`src/design/otm_pkg.sv`:
```
// Shared constants and codes of the overcurrent trip monitor.
// Used by otm_mult and by the top level; depends on nothing.
package otm_pkg;

  // Default parameter values.
  localparam int unsigned ADC_BITS_DEF      = 10;
  localparam int unsigned CAL_SAMPLES_DEF   = 100;
  localparam int unsigned FRACTION_BITS_DEF = 16;

  // Fixed field widths.
  localparam int unsigned ALPHA_W   = 16;
  localparam int unsigned LIMIT_W   = 10;
  localparam int unsigned PERIOD_W  = 16;
  localparam int unsigned FUNC_W    = 2;
  localparam int unsigned CFG_IDX_W = 2;
  localparam int unsigned CFG_DATA_W = 16;

  // Load fraction is Q0.16, with one extra bit to carry exactly 1.0.
  localparam int unsigned LOAD_FRAC = 16;
  localparam int unsigned LOAD_W    = LOAD_FRAC + 1;
  localparam logic [LOAD_W-1:0] LOAD_ONE = LOAD_W'(1) << LOAD_FRAC;

  // Register reset values.
  localparam logic [ALPHA_W-1:0]  ALPHA_RST  = ALPHA_W'(655);
  localparam logic [LIMIT_W-1:0]  LIMIT_RST  = LIMIT_W'(300);
  localparam logic [PERIOD_W-1:0] PERIOD_RST = PERIOD_W'(1);

  typedef enum logic [FUNC_W-1:0] {
    FUNC_TICK       = 2'd0,
    FUNC_CAL_SAMPLE = 2'd1,
    FUNC_CAL_START  = 2'd2,
    FUNC_CLEAR      = 2'd3
  } otm_func_e;

  typedef enum logic [CFG_IDX_W-1:0] {
    CFG_ALPHA     = 2'd0,
    CFG_LIMIT     = 2'd1,
    CFG_PERIOD    = 2'd2,
    CFG_SYMMETRIC = 2'd3
  } otm_cfg_e;

endpackage

```
`src/design/overcurrent_trip_monitor_unit.sv`:
```
// Overcurrent trip monitor for a track driver, top level.
// Depends on otm_pkg, otm_mult and otm_div.
//
// Each input transfer carries a function code, a converter sample and the
// driver fault level, and produces exactly one result transfer. The unit
// handles one item at a time: the input is ready only while no item is in
// progress, but a finished result waits in its own output register, so the
// next item may be taken while that result is still pending. Two bit-serial
// units do the arithmetic: the smoothing update uses a shift-and-add unit at
// one weight bit per cycle, and the load fraction a restoring divider at one
// quotient bit per cycle. A tick that updates the smoothed value first runs
// the multiplier and then the trip check; the final calibration sample
// first runs the divider over ADC_BITS + FRACTION_BITS bits to form the
// average. Every item then forms the load fraction, but when the load ratio
// saturates (the smoothed value is at or above the limit, or the limit is
// zero) the divider is skipped.
// Configuration writes are always accepted and must only be issued while
// the unit is idle.
module overcurrent_trip_monitor_unit #(
  parameter int unsigned ADC_BITS            = otm_pkg::ADC_BITS_DEF,
  parameter int unsigned CALIBRATION_SAMPLES = otm_pkg::CAL_SAMPLES_DEF,
  parameter int unsigned FRACTION_BITS       = otm_pkg::FRACTION_BITS_DEF
) (
  input  logic                                clk_i,
  input  logic                                rst_ni,
  // Configuration write channel
  input  logic                                cfg_valid_i,
  output logic                                cfg_ready_o,
  input  logic [otm_pkg::CFG_IDX_W-1:0]       cfg_index_i,
  input  logic [otm_pkg::CFG_DATA_W-1:0]      cfg_data_i,
  // Input item channel
  input  logic                                in_valid_i,
  output logic                                in_ready_o,
  input  logic [otm_pkg::FUNC_W-1:0]          func_i,
  input  logic [ADC_BITS-1:0]                 adc_sample_i,
  input  logic                                fault_low_i,
  // Result channel
  output logic                                out_valid_o,
  input  logic                                out_ready_i,
  output logic                                shut_off_o,
  output logic                                error_latched_o,
  output logic                                new_error_o,
  output logic [ADC_BITS+FRACTION_BITS-1:0]   current_level_o,
  output logic [otm_pkg::LOAD_W-1:0]          load_fraction_o,
  output logic [ADC_BITS+FRACTION_BITS-1:0]   reference_level_o,
  output logic                                calibration_done_o
);
  import otm_pkg::*;

  localparam int unsigned LEVEL_BITS = ADC_BITS + FRACTION_BITS;
  localparam int unsigned LIM_BITS   = LIMIT_W + FRACTION_BITS;
  localparam int unsigned DIV_BITS   = (LEVEL_BITS > LIM_BITS) ? LEVEL_BITS : LIM_BITS;
  localparam int unsigned ALIGN      = DIV_BITS - LEVEL_BITS;
  localparam int unsigned STEP_W     = $clog2(DIV_BITS + 1);
  localparam int unsigned CNT_W      = $clog2(CALIBRATION_SAMPLES + 1);
  localparam int unsigned SUM_W      = ADC_BITS + CNT_W;

  typedef enum logic [2:0] {
    ST_IDLE, ST_MULT, ST_TRIP, ST_CAL, ST_LOAD, ST_LDIV, ST_OUT
  } state_e;

  // Configuration registers.
  logic [ALPHA_W-1:0]  alpha_q;
  logic [LIMIT_W-1:0]  limit_q;
  logic [PERIOD_W-1:0] period_q;
  logic                symmetric_q;

  // Monitor state.
  state_e                state_q;
  logic [LEVEL_BITS-1:0] cur_q, ref_q, diff_q;
  logic                  err_q, ref_valid_q;
  logic [PERIOD_W-1:0]   elapsed_q;
  logic [SUM_W-1:0]      sum_q;
  logic [CNT_W-1:0]      count_q;
  logic                  fault_q, trip_q, fresh_q;
  logic [LOAD_W-1:0]     load_q;
  logic                  mult_start_q, div_start_q, div_cal_q;

  // Result register.
  logic                  out_valid_q, shut_off_q, err_out_q, new_err_q, cal_done_q;
  logic [LEVEL_BITS-1:0] cur_out_q, ref_out_q;
  logic [LOAD_W-1:0]     load_out_q;

  // Datapath helpers.
  otm_func_e             func;
  logic [LEVEL_BITS-1:0] sample_ext, diff;
  logic [PERIOD_W-1:0]   elapsed_inc;
  logic [SUM_W-1:0]      sum_inc;
  logic [CNT_W-1:0]      count_inc;
  logic [DIV_BITS-1:0]   cur_ext, lim_ext;
  logic [DIV_BITS-1:0]   div_rem, div_dvd, div_dsr, div_quot;
  logic [STEP_W-1:0]     div_steps;
  logic                  mult_done, div_done;
  logic [LEVEL_BITS-1:0] mult_result;

  assign func        = otm_func_e'(func_i);
  assign sample_ext  = {adc_sample_i, FRACTION_BITS'(0)};
  assign diff        = (sample_ext >= ref_q) ? sample_ext - ref_q : ref_q - sample_ext;
  assign elapsed_inc = (elapsed_q == '1) ? elapsed_q : elapsed_q + PERIOD_W'(1);
  assign sum_inc     = sum_q + SUM_W'(adc_sample_i);
  assign count_inc   = count_q + CNT_W'(1);
  assign cur_ext     = DIV_BITS'(cur_q);
  assign lim_ext     = DIV_BITS'({limit_q, FRACTION_BITS'(0)});

  // Divider operands: the calibration average uses the running sum, whose
  // upper part is already below the sample count; the load uses the
  // smoothed level, already below the limit.
  always_comb begin
    if (div_cal_q) begin
      div_rem   = DIV_BITS'(sum_q[SUM_W-1:ADC_BITS]);
      div_dvd   = DIV_BITS'({sum_q[ADC_BITS-1:0], FRACTION_BITS'(0)}) << ALIGN;
      div_dsr   = DIV_BITS'(CALIBRATION_SAMPLES);
      div_steps = STEP_W'(LEVEL_BITS);
    end else begin
      div_rem   = cur_ext;
      div_dvd   = '0;
      div_dsr   = lim_ext;
      div_steps = STEP_W'(LOAD_FRAC);
    end
  end

  otm_mult #(
    .LEVEL_BITS(LEVEL_BITS)
  ) u_mult (
    .clk_i    (clk_i),
    .rst_ni   (rst_ni),
    .start_i  (mult_start_q),
    .diff_i   (diff_q),
    .level_i  (cur_q),
    .alpha_i  (alpha_q),
    .done_o   (mult_done),
    .result_o (mult_result)
  );

  otm_div #(
    .WIDTH(DIV_BITS)
  ) u_div (
    .clk_i      (clk_i),
    .rst_ni     (rst_ni),
    .start_i    (div_start_q),
    .steps_i    (div_steps),
    .rem_i      (div_rem),
    .dividend_i (div_dvd),
    .divisor_i  (div_dsr),
    .done_o     (div_done),
    .quotient_o (div_quot)
  );

  // Configuration writes complete in the cycle they are offered.
  assign cfg_ready_o = 1'b1;

  always_ff @(posedge clk_i or negedge rst_ni) begin
    if (!rst_ni) begin
      alpha_q     <= ALPHA_RST;
      limit_q     <= LIMIT_RST;
      period_q    <= PERIOD_RST;
      symmetric_q <= 1'b0;
    end else if (cfg_valid_i) begin
      unique case (otm_cfg_e'(cfg_index_i))
        CFG_ALPHA:     alpha_q     <= cfg_data_i[ALPHA_W-1:0];
        CFG_LIMIT:     limit_q     <= cfg_data_i[LIMIT_W-1:0];
        CFG_PERIOD:    period_q    <= cfg_data_i[PERIOD_W-1:0];
        CFG_SYMMETRIC: symmetric_q <= cfg_data_i[0];
        default:       alpha_q     <= alpha_q;
      endcase
    end
  end

  // Sequencer: state, monitor registers and result register.
  always_ff @(posedge clk_i or negedge rst_ni) begin
    if (!rst_ni) begin
      state_q      <= ST_IDLE;
      cur_q        <= '0;
      ref_q        <= '0;
      diff_q       <= '0;
      err_q        <= 1'b0;
      ref_valid_q  <= 1'b1;
      elapsed_q    <= '0;
      sum_q        <= '0;
      count_q      <= '0;
      fault_q      <= 1'b0;
      trip_q       <= 1'b0;
      fresh_q      <= 1'b0;
      load_q       <= '0;
      mult_start_q <= 1'b0;
      div_start_q  <= 1'b0;
      div_cal_q    <= 1'b0;
      out_valid_q  <= 1'b0;
      shut_off_q   <= 1'b0;
      err_out_q    <= 1'b0;
      new_err_q    <= 1'b0;
      cal_done_q   <= 1'b0;
      cur_out_q    <= '0;
      ref_out_q    <= '0;
      load_out_q   <= '0;
    end else begin
      mult_start_q <= 1'b0;
      div_start_q  <= 1'b0;
      if (out_valid_q && out_ready_i) begin
        out_valid_q <= 1'b0;
      end
      unique case (state_q)
        ST_IDLE: begin
          if (in_valid_i) begin
            fault_q <= fault_low_i;
            trip_q  <= 1'b0;
            fresh_q <= 1'b0;
            state_q <= ST_LOAD;
            unique case (func)
              FUNC_TICK: begin
                if (elapsed_inc >= period_q) begin
                  elapsed_q    <= '0;
                  diff_q       <= diff;
                  mult_start_q <= 1'b1;
                  state_q      <= ST_MULT;
                end else begin
                  elapsed_q <= elapsed_inc;
                end
              end
              FUNC_CAL_SAMPLE: begin
                if (!ref_valid_q) begin
                  sum_q   <= sum_inc;
                  count_q <= count_inc;
                  if (count_inc >= CNT_W'(CALIBRATION_SAMPLES)) begin
                    div_cal_q   <= 1'b1;
                    div_start_q <= 1'b1;
                    state_q     <= ST_CAL;
                  end
                end
              end
              FUNC_CAL_START: begin
                sum_q   <= '0;
                count_q <= '0;
                if (symmetric_q) begin
                  ref_valid_q <= 1'b0;
                end else begin
                  ref_q       <= '0;
                  ref_valid_q <= 1'b1;
                end
              end
              FUNC_CLEAR: begin
                err_q <= 1'b0;
              end
              default: begin
                err_q <= err_q;
              end
            endcase
          end
        end
        ST_MULT: begin
          if (mult_done) begin
            cur_q   <= mult_result;
            state_q <= ST_TRIP;
          end
        end
        ST_TRIP: begin
          // The error is reported only on the update that first latches it.
          if ((cur_ext > lim_ext) || fault_q) begin
            trip_q <= 1'b1;
            if (!err_q) begin
              err_q   <= 1'b1;
              fresh_q <= 1'b1;
            end
          end
          state_q <= ST_LOAD;
        end
        ST_CAL: begin
          if (div_done) begin
            ref_q       <= div_quot[LEVEL_BITS-1:0];
            ref_valid_q <= 1'b1;
            sum_q       <= '0;
            count_q     <= '0;
            state_q     <= ST_LOAD;
          end
        end
        ST_LOAD: begin
          if ((limit_q == '0) || (cur_ext >= lim_ext)) begin
            load_q  <= LOAD_ONE;
            state_q <= ST_OUT;
          end else begin
            div_cal_q   <= 1'b0;
            div_start_q <= 1'b1;
            state_q     <= ST_LDIV;
          end
        end
        ST_LDIV: begin
          if (div_done) begin
            load_q  <= {1'b0, div_quot[LOAD_FRAC-1:0]};
            state_q <= ST_OUT;
          end
        end
        ST_OUT: begin
          if (!out_valid_q || out_ready_i) begin
            out_valid_q <= 1'b1;
            shut_off_q  <= trip_q;
            err_out_q   <= err_q;
            new_err_q   <= fresh_q;
            cur_out_q   <= cur_q;
            load_out_q  <= load_q;
            ref_out_q   <= ref_q;
            cal_done_q  <= ref_valid_q;
            state_q     <= ST_IDLE;
          end
        end
        default: begin
          state_q <= ST_IDLE;
        end
      endcase
    end
  end

  assign in_ready_o         = (state_q == ST_IDLE);
  assign out_valid_o        = out_valid_q;
  assign shut_off_o         = shut_off_q;
  assign error_latched_o    = err_out_q;
  assign new_error_o        = new_err_q;
  assign current_level_o    = cur_out_q;
  assign load_fraction_o    = load_out_q;
  assign reference_level_o  = ref_out_q;
  assign calibration_done_o = cal_done_q;

  // A fresh error report always comes with a trip and a latched error.
  a_new_error_implies_trip: assert property (@(posedge clk_i) disable iff (!rst_ni)
    out_valid_o && new_error_o |-> shut_off_o && error_latched_o)
    else $error("new error reported without trip");

  // The load fraction never exceeds one.
  a_load_bounded: assert property (@(posedge clk_i) disable iff (!rst_ni)
    out_valid_o |-> load_fraction_o <= LOAD_ONE)
    else $error("load fraction above one");

  // Between items the calibration count is below the run length.
  a_count_bounded: assert property (@(posedge clk_i) disable iff (!rst_ni)
    state_q == ST_IDLE |-> count_q < CNT_W'(CALIBRATION_SAMPLES))
    else $error("calibration count out of range");

  // The error latches only through a trip on a smoothing update.
  a_error_from_trip: assert property (@(posedge clk_i) disable iff (!rst_ni)
    $rose(err_q) |-> trip_q && fresh_q && $past(state_q) == ST_TRIP)
    else $error("error latched without a trip");

endmodule

```
`src/design/otm_mult.sv`:
```
// Bit-serial weighted sum for the smoothing update:
// (diff * alpha + level * (1.0 - alpha)) >> 16, one weight bit per cycle.
// Depends on otm_pkg.
module otm_mult #(
  parameter int unsigned LEVEL_BITS = otm_pkg::ADC_BITS_DEF + otm_pkg::FRACTION_BITS_DEF
) (
  input  logic                        clk_i,
  input  logic                        rst_ni,
  input  logic                        start_i,
  input  logic [LEVEL_BITS-1:0]       diff_i,
  input  logic [LEVEL_BITS-1:0]       level_i,
  input  logic [otm_pkg::ALPHA_W-1:0] alpha_i,
  output logic                        done_o,
  output logic [LEVEL_BITS-1:0]       result_o
);
  import otm_pkg::*;

  localparam int unsigned WEIGHT_W = ALPHA_W + 1;
  localparam int unsigned ACC_W    = LEVEL_BITS + ALPHA_W;
  localparam int unsigned CNT_W    = $clog2(WEIGHT_W + 1);
  localparam logic [WEIGHT_W-1:0] WEIGHT_ONE = WEIGHT_W'(1) << ALPHA_W;

  logic                  busy_q, done_q;
  logic [CNT_W-1:0]      cnt_q;
  logic [WEIGHT_W-1:0]   a_q, b_q;
  logic [LEVEL_BITS-1:0] diff_q, level_q;
  logic [ACC_W-1:0]      acc_q;
  logic [LEVEL_BITS:0]   partial;
  logic [ACC_W-1:0]      acc_d;

  // Weights are consumed most significant bit first.
  always_comb begin
    partial = (a_q[WEIGHT_W-1] ? {1'b0, diff_q} : '0)
            + (b_q[WEIGHT_W-1] ? {1'b0, level_q} : '0);
    acc_d   = {acc_q[ACC_W-2:0], 1'b0} + ACC_W'(partial);
  end

  always_ff @(posedge clk_i or negedge rst_ni) begin
    if (!rst_ni) begin
      busy_q <= 1'b0;
      done_q <= 1'b0;
      cnt_q  <= '0;
    end else begin
      done_q <= 1'b0;
      if (start_i) begin
        busy_q <= 1'b1;
        cnt_q  <= CNT_W'(WEIGHT_W);
      end else if (busy_q) begin
        cnt_q <= cnt_q - CNT_W'(1);
        if (cnt_q == CNT_W'(1)) begin
          busy_q <= 1'b0;
          done_q <= 1'b1;
        end
      end
    end
  end

  always_ff @(posedge clk_i) begin
    if (start_i) begin
      a_q     <= {1'b0, alpha_i};
      b_q     <= WEIGHT_ONE - {1'b0, alpha_i};
      diff_q  <= diff_i;
      level_q <= level_i;
      acc_q   <= '0;
    end else if (busy_q) begin
      a_q   <= {a_q[WEIGHT_W-2:0], 1'b0};
      b_q   <= {b_q[WEIGHT_W-2:0], 1'b0};
      acc_q <= acc_d;
    end
  end

  assign done_o   = done_q;
  assign result_o = acc_q[ACC_W-1:ALPHA_W];

endmodule

```
`src/design/otm_div.sv`:
```
// Restoring divider producing one quotient bit per cycle, shared by the
// calibration average and the load fraction. No package dependency.
module otm_div #(
  parameter int unsigned WIDTH = 26
) (
  input  logic                         clk_i,
  input  logic                         rst_ni,
  input  logic                         start_i,
  input  logic [$clog2(WIDTH+1)-1:0]   steps_i,
  input  logic [WIDTH-1:0]             rem_i,
  input  logic [WIDTH-1:0]             dividend_i,
  input  logic [WIDTH-1:0]             divisor_i,
  output logic                         done_o,
  output logic [WIDTH-1:0]             quotient_o
);

  localparam int unsigned STEP_W = $clog2(WIDTH + 1);

  logic              busy_q, done_q;
  logic [STEP_W-1:0] cnt_q;
  logic [WIDTH-1:0]  rem_q, dvd_q, dsr_q, quot_q;
  logic [WIDTH:0]    trial;
  logic              fits;
  logic [WIDTH-1:0]  rem_d;

  // The partial remainder stays below the divisor, so the trial fits WIDTH+1 bits.
  always_comb begin
    trial = {rem_q, dvd_q[WIDTH-1]};
    fits  = trial >= {1'b0, dsr_q};
    rem_d = fits ? WIDTH'(trial - {1'b0, dsr_q}) : trial[WIDTH-1:0];
  end

  always_ff @(posedge clk_i or negedge rst_ni) begin
    if (!rst_ni) begin
      busy_q <= 1'b0;
      done_q <= 1'b0;
      cnt_q  <= '0;
    end else begin
      done_q <= 1'b0;
      if (start_i) begin
        busy_q <= 1'b1;
        cnt_q  <= steps_i;
      end else if (busy_q) begin
        cnt_q <= cnt_q - STEP_W'(1);
        if (cnt_q == STEP_W'(1)) begin
          busy_q <= 1'b0;
          done_q <= 1'b1;
        end
      end
    end
  end

  always_ff @(posedge clk_i) begin
    if (start_i) begin
      rem_q  <= rem_i;
      dvd_q  <= dividend_i;
      dsr_q  <= divisor_i;
      quot_q <= '0;
    end else if (busy_q) begin
      rem_q  <= rem_d;
      dvd_q  <= {dvd_q[WIDTH-2:0], 1'b0};
      quot_q <= {quot_q[WIDTH-2:0], fits};
    end
  end

  assign done_o     = done_q;
  assign quotient_o = quot_q;

endmodule

```
`config.mk`:
```
export PLATFORM = sky130hd
export DESIGN_NAME = overcurrent_trip_monitor_unit
export DESIGN_NICKNAME = d
export VERILOG_FILES = /design/src/design/otm_pkg.sv /design/src/design/overcurrent_trip_monitor_unit.sv /design/src/design/otm_mult.sv /design/src/design/otm_div.sv
export SDC_FILE = /design/constraint.sdc
export NUM_CORES = 1
export LEC_CHECK = 0
export BUFFER_PORTS_ARGS = -buffer_cell sky130_fd_sc_hd__buf_4
export CAP_MARGIN = 20
export CORE_ASPECT_RATIO = 1.2
export CORE_MARGIN = 3
export CORE_UTILIZATION = 49
export CTS_CLUSTER_DIAMETER = 40
export DETAILED_ROUTE_END_ITERATION = 8
export GPL_TIMING_DRIVEN = 0
export PLACE_DENSITY = 0.68
export SLEW_MARGIN = 40
export SYNTH_ARGS = -nofsm -noshare
export SYNTH_HDL_FRONTEND = slang
export SYNTH_SLANG_ARGS = --single-unit
```
`constraint.sdc`:
```
create_clock -name clk_i -period 4.59 [get_ports clk_i]
set_clock_uncertainty 0.15 [all_clocks]
set_input_delay 0.6885 -clock clk_i [delete_from_list [all_inputs] [get_ports clk_i]]
set_output_delay 0.6885 -clock clk_i [all_outputs]
set_load 0.05 [all_outputs]
```
==> flow_metrics.tcl <==
set metrics [dict create \
    grt_max_degree 79 \
    vdd_drop_max_v 0.000450 \
    io-pin-count 112 \
    dpl_cell_area_mm2 0.0267 \
    postLayoutCellArea_mm2 0.0302 \
    cts-htree-levels 3 \
    path_class "reg2reg" \
    cts_inserted_buffers 66 \
    final_common_cell "dfrtp_1" \
    place_congestion 0.929 \
    area_delta_synth_final_pct 21.1 \
    crit_slowest_cell "fa_2" \
    fin_crit_sh_pct 109 \
    dr.pass1.iters 5 \
    timing_hold_violations_final 0 \
    netlist_instances 2323 \
    violations "negative setup slack" \
    die_x_um 212 \
    hpwl_um 45700 \
    synth_compound_area_share_pct 11.9 \
    synthMuxAreaShare_pct 10.7 \
    drt-initial-drc-count 1260 \
    synthFlopType "dfrtp_1" \
    grt_pass1_wl_um 101000 \
    grt_usage_pct 23.7 \
    clk_pin_slew_ns 0.06 \
    tritoncts "built" \
    crit_required_ns 4.89 \
    drtAntennaViolNets 0 \
    synth_xor_area_share_pct 5.19 \
    avgSynthCellArea_um2 10.7 \
    synth_cell_type_count 80 \
    port_buffers 110 \
    syn_area_mm2 0.0250 \
    gr-total-overflow 0 \
    synthesis.nets 2495 \
    crit_fanout 8 \
    wl_per_cell_um 19.4 \
    fin_total_pwr_uw 19800 \
    power_density_mw_per_mm2 655 \
    critical_path_buf_inv_count 3 \
    coreArea_mm2 0.0503 \
    layout.cells.most_common_list "dfrtp_1, mux2_2, nand2_1, nor2_1, buf_4" \
    drcViolationCount 0 \
    cts_root_buf "clkbuf_16" \
    drt_wl_total_um 63300 \
    die_area_mm2 0.0537 \
    slew_headroom_pct 48.1 \
    clockBufferDepth 3 \
    yosys_warnings 0 \
    synth-edff-count 131 \
    hold_path.class "in2reg" \
    drv_cap 0 \
    diodes 0 \
    grt_setup_unrepaired "true" \
    synth-simple-area-share_pct 12.9 \
    status "complete, but fails checks" \
    synth_top_family_by_area "simple AND/OR/NAND/NOR gates" \
    synth.yosys.seq_area_share_pct 49.1 \
    setup-violations-final 17 \
    grt_pass1_vias 18646 \
    clock.fmax_mhz 200 \
    setup_slack_ns -0.399 \
    worstSetupStartpointType "flop" \
    fin_crit_ns 4.99 \
    num_rows 90 \
    clock-sinks 477 \
    initial_core_util_pct 49.6 \
    vias_per_cell 5.71 \
    die_h_um 253 \
    critPathArrivalTime_ns 5.29 \
    tightest_slew_ns 0.778 \
    crit_family "compound AO/OA/AOI/OAI gates" \
    synth_adder_area_share_pct 6.94 \
    power.leakage_uw 0.0135 \
    vias 18582 \
    slowest_delay_ns 0.39 \
    finalMaxSlewViolations 0 \
    synthArstFlopShare_pct 58.1 \
    worstSkewPairLatency_ns 0.60 \
    antenna_found_initial 0 \
    synth_seq_cells 477 \
    final_nets 2730 \
    drive_gt1_share_pct 24.9 \
    end_kind "flop" \
]
-- power by group --
group          switching [uW]  total, uW  internal (uW)  leakage (uW)
Combinational            4750       8550           3800       0.00691
Clock                    2010       5180           3170       0.00110
Sequential                744       6060           5320       0.00546
Total                    7500      19800          12300        0.0135
-- cell usage after synthesis (64+ instances only) --
cell type | n | share of area (%)
dfrtp_1 | 265 | 27
mux2_2 | 193 | 8.7
nor2_1 | 176 | 2.6
nand2_1 | 169 | 2.5
ha_1 | 132 | 6.6
edfxtp_1 | 131 | 16
a21oi_1 | 111 | 2.2
inv_1 | 109 | 1.6
o21ai_0 | 109 | 2.2
xnor2_1 | 92 | 3.2
clkbuf_1 | 76 | 1.1
dfxtp_1 | 69 | 5.5
nand3_1 | 64 | 1.3
-- worst reg2reg max path, delay by kind of cell (launching register included) --
family                   cells  cell delay [ns]
AO/OA/AOI/OAI                9             1.58
flip-flops                   1             0.37
buffers and inverters        3             0.48
XOR/XNOR                     2             0.26
AND/OR/NAND/NOR              8             1.14
adder cells (fa/ha/maj)      3             0.88
-- what timing repair did --
item | CTS | global route
setup endpoints to repair | 61 | 65
pin swaps | 52 | 61
buffers inserted | 31 | 28
gates resized for setup | 91 | 103
hold buffers | 1 | 0
hold endpoints to repair | 58 | 0
-- kinds of logic (layout without fill, tap and decap cells) --
logic type / count (synthesis) / count (layout)
DFF: 477 / 477
xor gates and xnor gates: 148 / 148
AOI/OAI and AO/OA: 457 / 457
other: 1 / 1
adders and majority gates: 136 / 136
and+or+nand+nor: 662 / 662
muxes: 242 / 242
buffers and inverters: 200 / 487
-- stage by stage --
stage | util (%) | cells | worst slack, ns | hold slack, ns | setup TNS [ns]
2_1_floorplan | - | 2323 | -0.0152 | 0.243 | -0.0152
3_3_place_gp | 52.9 | 3077 | -0.880 | 0.283 | -25.75
3_5_place_dp | 53.1 | 3081 | -0.934 | 0.287 | -28.46
4_1_cts | 58.8 | 3231 | -0.226 | 0.169 | -2.44
5_1_grt | 60.0 | 3254 | -0.552 | 0.195 | -7.43
6_report | 60.0 | 3254 | -0.399 | 0.203 | -4.17
-- layout make-up --
type | count | area, um2
fill | 3945 | 20100
multi-input combinational | 1646 | 12700
sequential | 477 | 12300
clock buffer | 79 | 1820
timing repair buffer | 170 | 1400
tap | 644 | 806
clock inverter | 41 | 447
inverter | 109 | 409
buffer | 88 | 399
-- path summary, 6_finish.rpt --
| check | startpoint | end | slack [ns] | cells after the start |
|---|---|---|---|---|
| max | u_mult.b_q[16] | u_mult.acc_q[40] | -0.40 | 25 |
| min | cfg_data_i[15] | period_q[15] | 0.20 | 2 |
| max reg2reg | u_mult.b_q[16] | u_mult.acc_q[40] | -0.40 | 25 |
| min reg2reg | diff_q[16] | u_mult.diff_q[16] | 0.29 | 0 |
| max in group asynchronous | rst_ni | ref_q[3] | 2.65 | 4 |
| min in group asynchronous | rst_ni | u_mult.cnt_q[0] | 0.49 | 2 |
-- routing by layer --
metal	routed length [um]	track usage (%)	part of all wire, %
met4	1880	8.56	3.0
met3	3240	3.49	5.1
met1	26600	30.5	42
met5	0	0	0
met2	31600	40.6	50
-- flip-flops by register name, indices dropped and copies added (netlist names), 17 cells and up --
register           cells
current_level_o       26
diff_q                26
u_mult.acc_q          42
u_div.rem_q           26
u_div.quotient_o      26
u_mult.level_q        26
reference_level_o     26
u_mult.diff_q         26
ref_q                 26
u_mult.b_q            17
load_fraction_o       17
load_q                17
sum_q                 17
cur_ext               26
(Power assumes the default switching activity.)
